--- config.mk ---
export PLATFORM = sky130hd
export DESIGN_NAME = rational_reduce
export DESIGN_NICKNAME = d
export VERILOG_FILES = /design/src/rtl/rr_pkg.sv /design/src/rtl/rr_dpath.sv /design/src/rtl/rr_ctrl.sv /design/src/rtl/rational_reduce.sv
export SDC_FILE = /design/constraint.sdc
export NUM_CORES = 1
export LEC_CHECK = 0
export BUFFER_PORTS_ARGS = -buffer_cell sky130_fd_sc_hd__buf_2
export CAP_MARGIN = 10
export CORE_UTILIZATION = 40
export CTS_CLUSTER_DIAMETER = 100
export DETAILED_ROUTE_END_ITERATION = 10
export HOLD_SLACK_MARGIN = 0.12
export SLEW_MARGIN = 40
export SYNTH_ARGS = -nofsm -noshare
export SYNTH_HDL_FRONTEND = slang
export SYNTH_SLANG_ARGS = --single-unit
export TNS_END_PERCENT = 1
--- constraint.sdc ---
create_clock -name clock -period 5.7 [get_ports clock]
set_input_delay 0 -clock clock [delete_from_list [all_inputs] [get_ports clock]]
set_output_delay 0 -clock clock [all_outputs]
set_load 0.05 [all_outputs]
--- src/rtl/rr_pkg.sv ---
package rr_pkg;

   localparam int WIDTH = 32;
   // wide enough for a shift count or bit index up to WIDTH-1
   localparam int KW    = $clog2(WIDTH);

   localparam logic [1:0] ST_OK       = 2'd0;
   localparam logic [1:0] ST_ZERO_DEN = 2'd1;
   localparam logic [1:0] ST_OVERFLOW = 2'd2;

   typedef struct packed {
      logic signed [WIDTH-1:0] num_in;
      logic signed [WIDTH-1:0] den_in;
   } req_type;

   typedef struct packed {
      logic signed [WIDTH-1:0] num_out;
      logic [WIDTH-2:0]        den_out;
      logic [1:0]              status;
   } rsp_type;

   // controller -> datapath
   typedef struct packed {
      logic load;        // capture operands, start gcd
      logic gcd_step;    // one binary gcd step
      logic shift_step;  // restore one common factor of two
      logic div_init;    // load divider
      logic div_sel_d;   // divider dividend: 0 numerator, 1 denominator
      logic div_step;    // one restoring divide step
      logic save_rn;     // keep numerator quotient
      logic out_load;    // write result register
   } cmd_type;

   // datapath -> controller
   typedef struct packed {
      logic special;     // zero numerator or zero denominator
      logic gcd_done;    // u and v equal
      logic k_zero;      // no factor of two left to restore
      logic div_last;    // final divide step
   } stat_type;

endpackage

--- src/rtl/rr_dpath.sv ---
module rr_dpath import rr_pkg::*; (
   input  logic     clock,
   input  req_type  req_data,
   input  cmd_type  cmd,
   output stat_type stat,
   output rsp_type  rsp_data
);

   logic [WIDTH-1:0] an_ff, an_in;
   logic [WIDTH-1:0] ad_ff, ad_in;
   logic             neg_ff, neg_in;
   logic [WIDTH-1:0] u_ff, u_in;
   logic [WIDTH-1:0] v_ff, v_in;
   logic [KW-1:0]    k_ff, k_in;
   logic [WIDTH-1:0] rem_ff, rem_in;
   logic [WIDTH-1:0] quo_ff, quo_in;
   logic [KW-1:0]    cnt_ff, cnt_in;
   logic [WIDTH-1:0] rn_ff, rn_in;
   rsp_type          out_ff, out_in;

   logic [WIDTH-1:0] n_raw, d_raw;
   logic [WIDTH:0]   shifted, trial;
   logic [WIDTH-1:0] rn_neg;
   logic             ovf;

   assign n_raw = req_data.num_in;
   assign d_raw = req_data.den_in;

   assign shifted = {rem_ff, quo_ff[WIDTH-1]};
   assign trial   = shifted - {1'b0, u_ff};
   assign rn_neg  = ~rn_ff + 1'b1;
   // quo_ff holds the reduced denominator when the result is written
   assign ovf     = quo_ff[WIDTH-1] | (!neg_ff & rn_ff[WIDTH-1]);

   assign stat.special  = (an_ff == '0) || (ad_ff == '0);
   assign stat.gcd_done = (u_ff == v_ff);
   assign stat.k_zero   = (k_ff == '0);
   assign stat.div_last = (cnt_ff == KW'(WIDTH-1));

   assign rsp_data = out_ff;

   always_comb begin
      an_in  = an_ff;
      ad_in  = ad_ff;
      neg_in = neg_ff;
      u_in   = u_ff;
      v_in   = v_ff;
      k_in   = k_ff;
      rem_in = rem_ff;
      quo_in = quo_ff;
      cnt_in = cnt_ff;
      rn_in  = rn_ff;
      out_in = out_ff;

      if (cmd.load) begin
         an_in  = n_raw[WIDTH-1] ? (~n_raw + 1'b1) : n_raw;
         ad_in  = d_raw[WIDTH-1] ? (~d_raw + 1'b1) : d_raw;
         neg_in = n_raw[WIDTH-1] ^ d_raw[WIDTH-1];
         u_in   = n_raw[WIDTH-1] ? (~n_raw + 1'b1) : n_raw;
         v_in   = d_raw[WIDTH-1] ? (~d_raw + 1'b1) : d_raw;
         k_in   = '0;
      end

      if (cmd.gcd_step) begin
         if (!u_ff[0] && !v_ff[0]) begin
            u_in = u_ff >> 1;
            v_in = v_ff >> 1;
            k_in = k_ff + 1'b1;
         end else if (!u_ff[0]) begin
            u_in = u_ff >> 1;
         end else if (!v_ff[0]) begin
            v_in = v_ff >> 1;
         end else if (u_ff > v_ff) begin
            u_in = u_ff - v_ff;
         end else begin
            v_in = v_ff - u_ff;
         end
      end

      if (cmd.shift_step) begin
         u_in = u_ff << 1;
         k_in = k_ff - 1'b1;
      end

      if (cmd.save_rn) begin
         rn_in = quo_ff;
      end

      if (cmd.div_init) begin
         rem_in = '0;
         quo_in = cmd.div_sel_d ? ad_ff : an_ff;
         cnt_in = '0;
      end

      if (cmd.div_step) begin
         if (!trial[WIDTH]) begin
            rem_in = trial[WIDTH-1:0];
            quo_in = {quo_ff[WIDTH-2:0], 1'b1};
         end else begin
            rem_in = shifted[WIDTH-1:0];
            quo_in = {quo_ff[WIDTH-2:0], 1'b0};
         end
         cnt_in = cnt_ff + 1'b1;
      end

      if (cmd.out_load) begin
         out_in = '0;
         if (ad_ff == '0) begin
            out_in.status = ST_ZERO_DEN;
         end else if (an_ff == '0) begin
            out_in.den_out = (WIDTH-1)'(1);
         end else if (ovf) begin
            out_in.status = ST_OVERFLOW;
         end else begin
            out_in.num_out = neg_ff ? rn_neg : rn_ff;
            out_in.den_out = quo_ff[WIDTH-2:0];
         end
      end
   end

   always_ff @(posedge clock) begin
      an_ff  <= an_in;
      ad_ff  <= ad_in;
      neg_ff <= neg_in;
      u_ff   <= u_in;
      v_ff   <= v_in;
      k_ff   <= k_in;
      rem_ff <= rem_in;
      quo_ff <= quo_in;
      cnt_ff <= cnt_in;
      rn_ff  <= rn_in;
      out_ff <= out_in;
   end

endmodule

--- src/rtl/rr_ctrl.sv ---
module rr_ctrl import rr_pkg::*; (
   input  logic     clock,
   input  logic     reset,
   input  logic     req_valid,
   output logic     req_stall,
   output logic     rsp_valid,
   input  logic     rsp_stall,
   input  stat_type stat,
   output cmd_type  cmd
);

   localparam logic [2:0] S_IDLE  = 3'd0;
   localparam logic [2:0] S_GCD   = 3'd1;
   localparam logic [2:0] S_SHIFT = 3'd2;
   localparam logic [2:0] S_DIVN  = 3'd3;
   localparam logic [2:0] S_SAVEN = 3'd4;
   localparam logic [2:0] S_DIVD  = 3'd5;
   localparam logic [2:0] S_FIN   = 3'd6;

   logic [2:0] state_ff, state_in;
   logic       rsp_valid_ff, rsp_valid_in;
   logic       out_free;

   assign req_stall = (state_ff != S_IDLE);
   assign rsp_valid = rsp_valid_ff;
   assign out_free  = !rsp_valid_ff || !rsp_stall;

   always_comb begin
      state_in = state_ff;
      cmd      = '0;
      unique case (state_ff)
         S_IDLE: begin
            if (req_valid) begin
               cmd.load = 1'b1;
               state_in = S_GCD;
            end
         end
         S_GCD: begin
            if (stat.special) begin
               state_in = S_FIN;
            end else if (stat.gcd_done) begin
               state_in = S_SHIFT;
            end else begin
               cmd.gcd_step = 1'b1;
            end
         end
         S_SHIFT: begin
            if (stat.k_zero) begin
               cmd.div_init = 1'b1;
               state_in     = S_DIVN;
            end else begin
               cmd.shift_step = 1'b1;
            end
         end
         S_DIVN: begin
            cmd.div_step = 1'b1;
            if (stat.div_last) begin
               state_in = S_SAVEN;
            end
         end
         S_SAVEN: begin
            cmd.save_rn   = 1'b1;
            cmd.div_init  = 1'b1;
            cmd.div_sel_d = 1'b1;
            state_in      = S_DIVD;
         end
         S_DIVD: begin
            cmd.div_step = 1'b1;
            if (stat.div_last) begin
               state_in = S_FIN;
            end
         end
         S_FIN: begin
            if (out_free) begin
               cmd.out_load = 1'b1;
               state_in     = S_IDLE;
            end
         end
         default: begin
            state_in = S_IDLE;
         end
      endcase
   end

   always_comb begin
      rsp_valid_in = rsp_valid_ff;
      if (rsp_valid_ff && !rsp_stall) begin
         rsp_valid_in = 1'b0;
      end
      if (cmd.out_load) begin
         rsp_valid_in = 1'b1;
      end
   end

   always_ff @(posedge clock) begin
      if (reset) begin
         state_ff     <= S_IDLE;
         rsp_valid_ff <= 1'b0;
      end else begin
         state_ff     <= state_in;
         rsp_valid_ff <= rsp_valid_in;
      end
   end

endmodule

--- src/rtl/rational_reduce.sv ---
// rational_reduce: reduces a signed fraction num_in/den_in to lowest terms.
// Both magnitudes are divided by their greatest common divisor and the sign
// of the fraction is moved onto num_out, so den_out is positive on status 0.
// A zero numerator over a nonzero denominator returns 0/1. A zero
// denominator returns status 1 with zero outputs; a result that does not
// fit (e.g. most negative over -1, or 1 over the most negative value)
// returns status 2 with zero outputs. One item is in work at a time.
// An item with a zero operand goes from the gcd state straight to the
// result write; otherwise it runs the binary gcd steps, one restore step
// per common factor of two, and two restoring divisions that share one
// divider, one quotient bit per cycle. The result sits in an output
// register, so a new request transfer is taken while a finished result
// still waits.
module rational_reduce import rr_pkg::*; (
   input  logic    clock,
   input  logic    reset,
   // request channel
   input  logic    req_valid,
   output logic    req_stall,
   input  req_type req_data,
   // response channel
   output logic    rsp_valid,
   input  logic    rsp_stall,
   output rsp_type rsp_data
);

   cmd_type  cmd;
   stat_type stat;

   // sequencer: gcd loop, factor-of-two restore, two divides, result write
   rr_ctrl u_ctrl (
      .clock     (clock),
      .reset     (reset),
      .req_valid (req_valid),
      .req_stall (req_stall),
      .rsp_valid (rsp_valid),
      .rsp_stall (rsp_stall),
      .stat      (stat),
      .cmd       (cmd)
   );

   // magnitudes, binary gcd registers, shared divider, result register
   rr_dpath u_dpath (
      .clock    (clock),
      .req_data (req_data),
      .cmd      (cmd),
      .stat     (stat),
      .rsp_data (rsp_data)
   );

endmodule

# Yosys cells after proc, flatten, opt, wreduce, memory -nomap -nowiden
# Cells that the tools add are included.
# word_totals
regBits,304
inputBits,68
elab_cells,124
out_inout_bits,67
# op_classes
n_addsub,9
n_eq_ne,14
reduce_logical,20
mux,56
n_lt_le_gt_ge,1
bitwise,6
# ops
operator,count
2-to-1 mux 32 bit,22
"adder 32 x 1 -> 32 bit, second input constant",3
NOT 32 bit,3
logical NOT 32 bit,2
subtractor 32 bit,2
subtractor 33 x 32 -> 33 bit,1
equality test 32 bit,1
> comparator 32 bit,1
2-to-1 mux 5 bit,6
2-to-1 mux 3 bit,7
case mux 3 bit (7 select lines),1
2-to-1 mux 1 bit,18
"adder 5 x 1 -> 5 bit, second input constant",2
"equality test 3 bit, second input constant",3
"!= test 2 bit, second input constant",4
"equality test 3 x 2 -> 1 bit, second input constant",2
AND reduction 6 bit,1
"equality test 5 bit, second input constant",1
logical NOT 1 bit,5
logical NOT 5 bit,1
"subtractor 5 x 1 -> 5 bit, second input constant",1
nonzero test 2 bit,2
OR reduction 2 bit,2
"equality test 3 x 1 -> 1 bit, second input constant",1
other kinds (12),14

# Logic depth before layout (Yosys ltp)
# Gate-level depths: netlist of run 1.
# depth
word_depth,10
depth_mapped,15
depth_no_buf,13

# Hierarchy
# Synthesis of run 1 repeated with hierarchy kept, for this count alone.
# unflattened
hier_cells,2098
hier_area_um2,19996.7
# by_module_without_submodules
module,n_inst,cells_per_inst,seq_area_each_um2,area_per_inst_um2
rr_dpath,1,2048,8318.0,19633.8
rr_ctrl,1,50,80.1,362.8

# Least setup slack after synthesis of run 1
# OpenSTA, ideal clock, no wires.
# synth_path
path_kind,register -> register
startpoint,register u_ctrl.state_ff[1]
endpoint,"register u_dpath.out_ff, in the netlist u_dpath.rsp_data[0] (enable)"
path_stages_with_launch,4
synth_period_minus_slack_ns,6.212
arrival_time_ns,5.626
required_time_ns,5.115
slack_ns,-0.512
setup_ns,0.585
path_buffers,1
path_cell_list,dfxtp_1 clkbuf_1 nand2_1 a211oi_1
# synth_lines
item,line_no,source
"start, declared",rr_ctrl.sv:20,"logic [2:0] state_ff, state_in;"
"start signal, assigned",rr_ctrl.sv:100,state_ff <= state_in;
"end signal, assigned",rr_dpath.sv:132,out_ff <= out_in;
"end, declared",rr_dpath.sv:19,"rsp_type out_ff, out_in;"

# Worst setup path in the final report of run 1
# layout_path
startpoint,register u_dpath.u_ff[7]
endpoint,"register u_dpath.rem_ff[29], data pin"
# layout_via
elab_chain_cells,3
# layout_rtl
item,line_no,source
"start, declared",rr_dpath.sv:12,"logic [WIDTH-1:0] u_ff, u_in;"
"start signal, assigned",rr_dpath.sv:125,u_ff <= u_in;
subtractor 33 x 32 -> 33 bit,rr_dpath.sv:30,"assign trial = shifted - {1'b0, u_ff};"
2-to-1 mux 32 bit,rr_dpath.sv:96,if (!trial[WIDTH]) begin
2-to-1 mux 32 bit,rr_dpath.sv:95,if (cmd.div_step) begin
"end signal, assigned",rr_dpath.sv:128,rem_ff <= rem_in;
"end, declared",rr_dpath.sv:15,"logic [WIDTH-1:0] rem_ff, rem_in;"
# Every way passes these cells.
# A chain may end at the register's enable or synchronous reset.

==> results of run 1 <==
-- report_power, final --
group	switching (uW)	internal, uW
combinational	5040	3130
clock	924	1240
sequential	466	3060
total	6430	7430
-- cell usage in the layout, fill, tap and decap left out, types with 92 or more instances in the layout --
| cell | netlist | routed |
|---|---|---|
| inv_1 | 102 | 102 |
| buf_2 | 4 | 134 |
| a21oi_1 | 146 | 145 |
| xnor2_1 | 99 | 99 |
| edfxtp_1 | 231 | 231 |
| nor2_1 | 219 | 216 |
| nand2_1 | 181 | 178 |
| dlygate4sd3_1 | 0 | 92 |
| o21ai_0 | 137 | 136 |
| ha_1 | 103 | 103 |
-- metrics by stage --
step                      total power (uW)  cells  area, sq um  TNS (ps)  utilization (%)
after global placement               11400   2734        20700         0             43.3
after floorplan                       9360   2069        19400    -30430                -
after global routing                 14700   2892        22800         0             47.7
after detailed placement             11400   2737        20700         0             43.4
final                                13900   2893        22800         0             47.7
after CTS                            13700   2889        22700         0             47.6
-- sequential cells by signal (all words and copies together), names as in the netlist --
register,cells
u_ctrl.rsp_valid,1
u_ctrl.state_ff,3
u_dpath.ad_ff,32
u_dpath.an_ff,32
u_dpath.cnt_ff,5
u_dpath.k_ff,5
u_dpath.neg_ff,1
u_dpath.quo_ff,32
u_dpath.rem_ff,32
u_dpath.rn_ff,32
u_dpath.rsp_data,65
u_dpath.u_ff,32
u_dpath.v_ff,32
-- layer usage --
metal  global-route usage (%)  routed length [microns]
met1                     32.8                    26600
met2                     40.0                    28300
met3                     3.57                     4090
met4                     7.82                     1880
met5                        0                        0
-- kinds of logic after synthesis --
group,after synthesis,share of synthesized area (%)
and+or+nand+nor,631,15.3
AOI/OAI and AO/OA,590,19.8
DFF,304,43.3
buffers and inverters,213,4.15
xor gates and xnor gates,168,7.58
adders and majority gates,106,6.95
muxes,57,2.94
-- worst max path at each step --
| stage | from | to | slack (ps) |
|---|---|---|---|
| 2_1_floorplan | u_ctrl.state_ff[2] | u_dpath.cnt_ff[0] | -440 |
| 3_3_place_gp | u_dpath.u_ff[0] | u_dpath.u_ff[17] | 1520 |
| 3_5_place_dp | u_dpath.u_ff[7] | u_dpath.rem_ff[29] | 1510 |
| 4_1_cts | u_dpath.u_ff[7] | u_dpath.rem_ff[29] | 1490 |
| 5_1_grt | u_dpath.quo_ff[31] | u_dpath.rem_ff[29] | 1250 |
| 6_report | u_dpath.u_ff[7] | u_dpath.rem_ff[29] | 1430 |
-- cell usage after synthesis (all sizes together), types with 15 or more instances --
master	instances	share of area, %
a211o	15	0.68
a211oi	21	0.81
a21o	53	2.1
a21oi	146	3.8
a31oi	19	0.61
and3	42	1.4
clkbuf	98	1.9
dfxtp	73	7.5
edfxtp	231	36
ha	103	6.6
inv	103	2.0
mux2i	57	2.9
nand2	181	3.5
nand2b	15	0.48
nand3	21	0.54
nand4	21	0.68
nor2	219	4.2
nor3	27	0.70
nor4	24	0.77
o21a	24	0.93
o21ai	138	3.6
o221ai	25	1.1
o31ai	31	1.2
or3	24	0.90
or4	15	0.60
xnor2	99	4.5
xor2	69	3.1
-- cell type report --
cell class                 count  area, sq um  share of cell area, %
antenna                        3         7.51                 0.0330
clock buffer                  49          980                   4.30
clock inverter                11         90.1                  0.396
inverter                     105          399                   1.75
multi-input combinational   1552        10300                   45.2
sequential                   304         8400                   36.9
tap                          615          769                   3.38
timing repair buffer         254         1840                   8.07
-- critical path, delay by kind of cell (launching register included) --
kind                     cells  cell delay, ps
AO/OA/AOI/OAI                8            2190
buffers and inverters        2             570
AND/OR/NAND/NOR              2             540
flip-flops                   1             400
adder cells (fa/ha/maj)      1             390
-- what timing repair did --
action,4_1_cts,5_1_grt
hold buffers,92,0
endpoints found under the hold margin,98,0
setup buffers,0,0
==> qor.yml, run 1 <==
power_and_ir_drop:
  p_leak_uw: 0.00883
  ir_worst_vdd_uv: 299
  power.density_mw_per_mm2: 609
setup_path:
  r2r_slack_ps: 1430
  r2r-start: "u_dpath.u_ff[7]"
  critical_path_class: "reg -> reg"
  critPathLaunchType: "flop"
  r2r-end: "u_dpath.rem_ff[29]"
  cp_slowest_stage_delay_ps: 520
  critPathCaptureType: "flop"
  critPathMaxFanout: 30
  required_ps: 6050
  crit_arrival_ps: 4630
  slowest_stage: "a221oi_1"
  path_cells: "inv_1 > ha_1 > a21o_1 > or3_1 > o21a_1 > a221oi_1 > o31ai_1 > a21o_1 > a21o_1 > a211oi_4 > buf_4 > nand2_1 > o31ai_1"
  cpMostUsedCell: "a21o_1"
  reg2regPathDepth: 13
job:
  cap_violations: 0
logic_synthesis:
  postSynthAreaPerCell_sq_um: 9.38
  ys.flop_type: "edfxtp_1"
  synth_fp_nets: 2243
  synth_edf_count: 231
  synth_area_sq_mm: 0.0194
  ys_types: 72
  ys_ff_latch: 304
  synth-seq-area-share_pct: 43.3
  async_reset_ff_share_pct: 0
  yosysWarnings: 0
  synthCells: 2069
global_routing:
  grt_pass1_wl_microns: 93900
  gr-total-overflow: 0
  antenna_found_initial: 2
  grt_max_degree: 74
  first_global_vias: 16000
  grt_use_total_pct: 24.3
finish:
  nets: 2426
  drive_above_1_share_pct: 10.6
  syn_to_final_growth_pct: 17.3
  fill_cells: 4427
drt:
  ant_nets: 0
  drtIter0Drc: 1710
  first_pass_iters: 6
  finalWirelength_microns: 60900
  drc_errors: 0
  via_count: 16800
  wl_per_cell_microns: 21.1
  via_per_inst: 5.80
timing:
  rsz0062_at_grt: "false"
  worst_slew_pin_slew_ps: 805
  fin_skew_ps: 32.2
  slew_violations: 0
  maxSlewHeadroom_pct: 46.3
  hold_viol_final: 0
  post-route-min-period_ps: 4270
  period_share_pct: 74.9
  max_freq_ghz: 0.234
  finalWorstSetupSlack_ps: 1430
  setup_viol: 0
  fin_hold_ws_ps: 135
placed_design:
  portBuffers: 134
  globalplace.congestion: 0.946
  dpl.hpwl_microns: 45700
  dpl_worst_slack_ps: 1510
floorplan:
  die_width_microns: 222
  coreArea_sq_mm: 0.0477
  design.die.area_sq_mm: 0.0494
  io_pins: 135
  rows: 80
  start_util_pct: 40.6
  die_h_microns: 222
worst_hold_path:
  min_from: "req_valid"
  min_path_cells: 3
  hold_path_class: "in -> reg"
  hold_end: "u_dpath.ad_ff[2]"
clock_tree:
  htreeDepth: 2
  cts_made_buffers: 35
  clock-sinks: 304
  cts_tree: "built"
  ctsResizeCount: 0
  cts_buffer_depth: 3
  worstSkewPairLatency_ps: 540
  clkTransAtPathRegs_ps: 60
  clock-root-buffer: "clkbuf_16"
outcome:
  status: "finished clean"
Note: power is estimated with default switching activity, not from simulation.
==> run 2, diff against run 1 <==
--- a/config.mk
+++ b/config.mk
@@ -5,6 +5,7 @@
 export SDC_FILE = /design/constraint.sdc
 export NUM_CORES = 1
 export LEC_CHECK = 0
+export ABC_AREA = 1
 export BUFFER_PORTS_ARGS = -buffer_cell sky130_fd_sc_hd__buf_2
 export CAP_MARGIN = 10
 export CORE_UTILIZATION = 40
==> constraint.sdc (replaced) <==
create_clock -name clock -period 3.65 [get_ports clock]
set_input_delay 0 -clock clock [delete_from_list [all_inputs] [get_ports clock]]
set_output_delay 0 -clock clock [all_outputs]
set_load 0.05 [all_outputs]
==> run 2 against run 1 <==
  * Die area up 19%
  * Global-route usage grew 4.5 points
  * Core utilization fell by 0.64 points
  * Register-to-register slack worse by 1000 ps
  * First-iteration DRC count up 49%
  * Area after synthesis is 19% higher
  * Via count rose by 40%
  * Worst setup slack worse by 1000 ps
  * Clock skew decreased by 12 ps
  * Sequential power increased by 58%
  * Total power is 93% higher
  * Synthesized cell count grew 65%
  * Critical endpoint is now u_dpath.rem_ff[22]
  * Largest power group unchanged
  * Highest routed layer is now met5
==> qor.yml, run 2 <==
outcome:
  status: "finished clean"
global_routing:
  first_global_vias: 21500
  gr-total-overflow: 0
  grt_use_total_pct: 28.8
  grt_pass1_wl_microns: 130000
  grt_max_degree: 112
  antenna_found_initial: 1
logic_synthesis:
  synth_top_cell_area_share_pct: 29.9
  synth_top_cells_by_area: "edfxtp_1, nand2_1, nor2_1"
  async_reset_ff_share_pct: 0
  yosys-top-cells-count: "nand2_1, nor2_1, inv_1"
  ys_types: 53
  yosysWarnings: 0
  yosysMostFrequentCell: "nand2_1"
  ys_ff_latch: 304
  synth-seq-area-share_pct: 36.3
  synthCells: 3412
  synth_area_sq_mm: 0.0232
  ys.flop_type: "edfxtp_1"
  synth_largest_area_cell: "edfxtp_1"
  synth_fp_nets: 3586
  synth_edf_count: 231
  postSynthAreaPerCell_sq_um: 6.79
placed_design:
  globalplace.congestion: 0.980
  dpl.hpwl_microns: 68100
  placed_area_sq_mm: 0.0247
  portBuffers: 134
finish:
  fin_util_pct: 47.0
  final_area_sq_mm: 0.0267
  nets: 3774
  syn_to_final_growth_pct: 15.4
  multi_input_area_sq_mm: 0.0127
  final_cell_mix: "nand2_1, nor2_1, inv_1, nand3_1, edfxtp_1"
  final_common_cell: "nand2_1"
  fill_cells: 5790
  drive_above_1_share_pct: 8.00
  seq_area_sq_mm: 0.00840
  largest_reg_flops: 65
power_and_ir_drop:
  power.density_mw_per_mm2: 1000
  p_leak_uw: 0.0126
  ir_worst_vdd_uv: 462
timing:
  period_share_pct: 89.5
  post-route-min-period_ps: 3270
  max_freq_ghz: 0.306
  rsz0062_at_grt: "false"
  setup_viol: 0
  fin_hold_ws_ps: 158
  fin_skew_ps: 20.2
  worst_slew_pin_slew_ps: 896
  hold_viol_final: 0
  slew_violations: 0
  maxSlewHeadroom_pct: 39.6
floorplan:
  die_width_microns: 243
  die_h_microns: 243
  start_util_pct: 40.8
  io_pins: 135
  coreArea_sq_mm: 0.0568
  design.die.area_sq_mm: 0.0589
  rows: 87
drt:
  finalWirelength_microns: 86700
  via_count: 23500
  wl_met2_microns: 37100
  drtIter0Drc: 2556
  routed.top_layer: "met5"
  dr_wl_met3_microns: 6900
  drc_errors: 0
  wl_met1_microns: 38200
  via_per_inst: 5.37
  ant_nets: 0
  first_pass_iters: 6
  wl_per_cell_microns: 19.8
clock_tree:
  clkTransAtPathRegs_ps: 60
  htreeDepth: 2
  cts_buffer_depth: 3
  cts_tree: "built"
  clock-sinks: 304
  cts_made_buffers: 36
  clock-root-buffer: "clkbuf_16"
  worstSkewPairLatency_ps: 550
  ctsResizeCount: 0
setup_path:
  cp-startpoint: "u_dpath.quo_ff[31]"
  crit_arrival_ps: 3570
  required_ps: 3950
  critical_path_class: "reg -> reg"
  critPathCaptureType: "flop"
  critPathMaxFanout: 28
  critPathLaunchType: "flop"
  r2r-start: "u_dpath.quo_ff[31]"
worst_hold_path:
  min_from: "req_data[63]"
  hold_path_class: "in -> reg"
job:
  cap_violations: 0
run 2: cell count changes in the layout (fill, tap and decap cells not counted), sizes merged, moves of 25 or more:
cell / before / now
a21o: 53 / 8
a21oi: 146 / 199
and3: 42 / 1
inv: 104 / 412
mux2i: 57 / 1
nand2: 181 / 1105
nand3: 21 / 243
nand4: 21 / 68
nor2: 219 / 424
o21ai: 138 / 175
o221ai: 25 / 0
o31ai: 31 / 1
xnor2: 99 / 27
run 2: metal layers:
layer  track usage [%]  up-vias
met2              44.2     1112
met3              3.56      198
met4              13.3        2
li1                  -    11500
met1              40.4    10700
met5                 0        -
run 2: cells by family (layout without fill, tap and decap cells):
logic type / Yosys count / in the layout / synth area share, %
xor gates and xnor gates: 86 / 86 / 3.25
muxes: 1 / 1 / 0.0432
adders and majority gates: 106 / 106 / 5.82
DFF: 304 / 304 / 36.3
and+or+nand+nor: 1909 / 1909 / 34.3
buffers and inverters: 526 / 740 / 8.99
AOI/OAI and AO/OA: 480 / 480 / 11.4
other: 0 / 4 / 0
run 2: cell type report:
type                            instances  area share [%]
Antenna cell                            4          0.0375
Clock buffer                           43            3.59
Clock inverter                         21           0.852
Inverter                              416            5.85
Multi-Input combinational cell       2582            47.6
Sequential cell                       304            31.4
Tap cell                              756            3.54
Timing Repair Buffer                  260            7.11
run 2: where the power goes:
group | total [uW] | switching [uW] | internal, uW
Sequential | 5580 | 694 | 4890
Clock | 3710 | 1540 | 2170
Combinational | 17400 | 12200 | 5200
run 2: per-stage QoR:
step | cells | setup TNS, ps | setup WS [ps] | power (uW)
2_1_floorplan | 3412 | -9720 | -253 | 17100
3_3_place_gp | 4240 | 0 | 388 | 22500
3_5_place_dp | 4240 | 0 | 322 | 22400
4_1_cts | 4382 | 0 | 290 | 26200
5_1_grt | 4382 | 0 | 95.2 | 28600
6_report | 4386 | 0 | 384 | 26700
run 2: critical path, cell delays in order (launching register included):
cell      delay (ps)
edfxtp_1         340
inv_1             60
ha_1             270
fa_1             440
o21ai_1          270
a21oi_1          210
o21ai_2          280
nand3_1          180
nand2_1          120
nand2_1           70
nand2_2          480
nand2_1          100
nand2_1          130
nor2_1            60
run 2: timing repair:
item,4_1_cts,5_1_grt
buffers inserted,0,0
endpoints found under the hold margin,104,0
hold buffers,78,0
run 2: worst paths after layout:
path                        endpoint  slack, ps  cells after the start
hold reg to reg    u_dpath.rn_ff[10]        450                      0
setup reg to reg  u_dpath.rem_ff[22]        380                     13
setup / recovery  u_dpath.rem_ff[22]        380                     13
hold / removal        u_dpath.neg_ff        160                      2
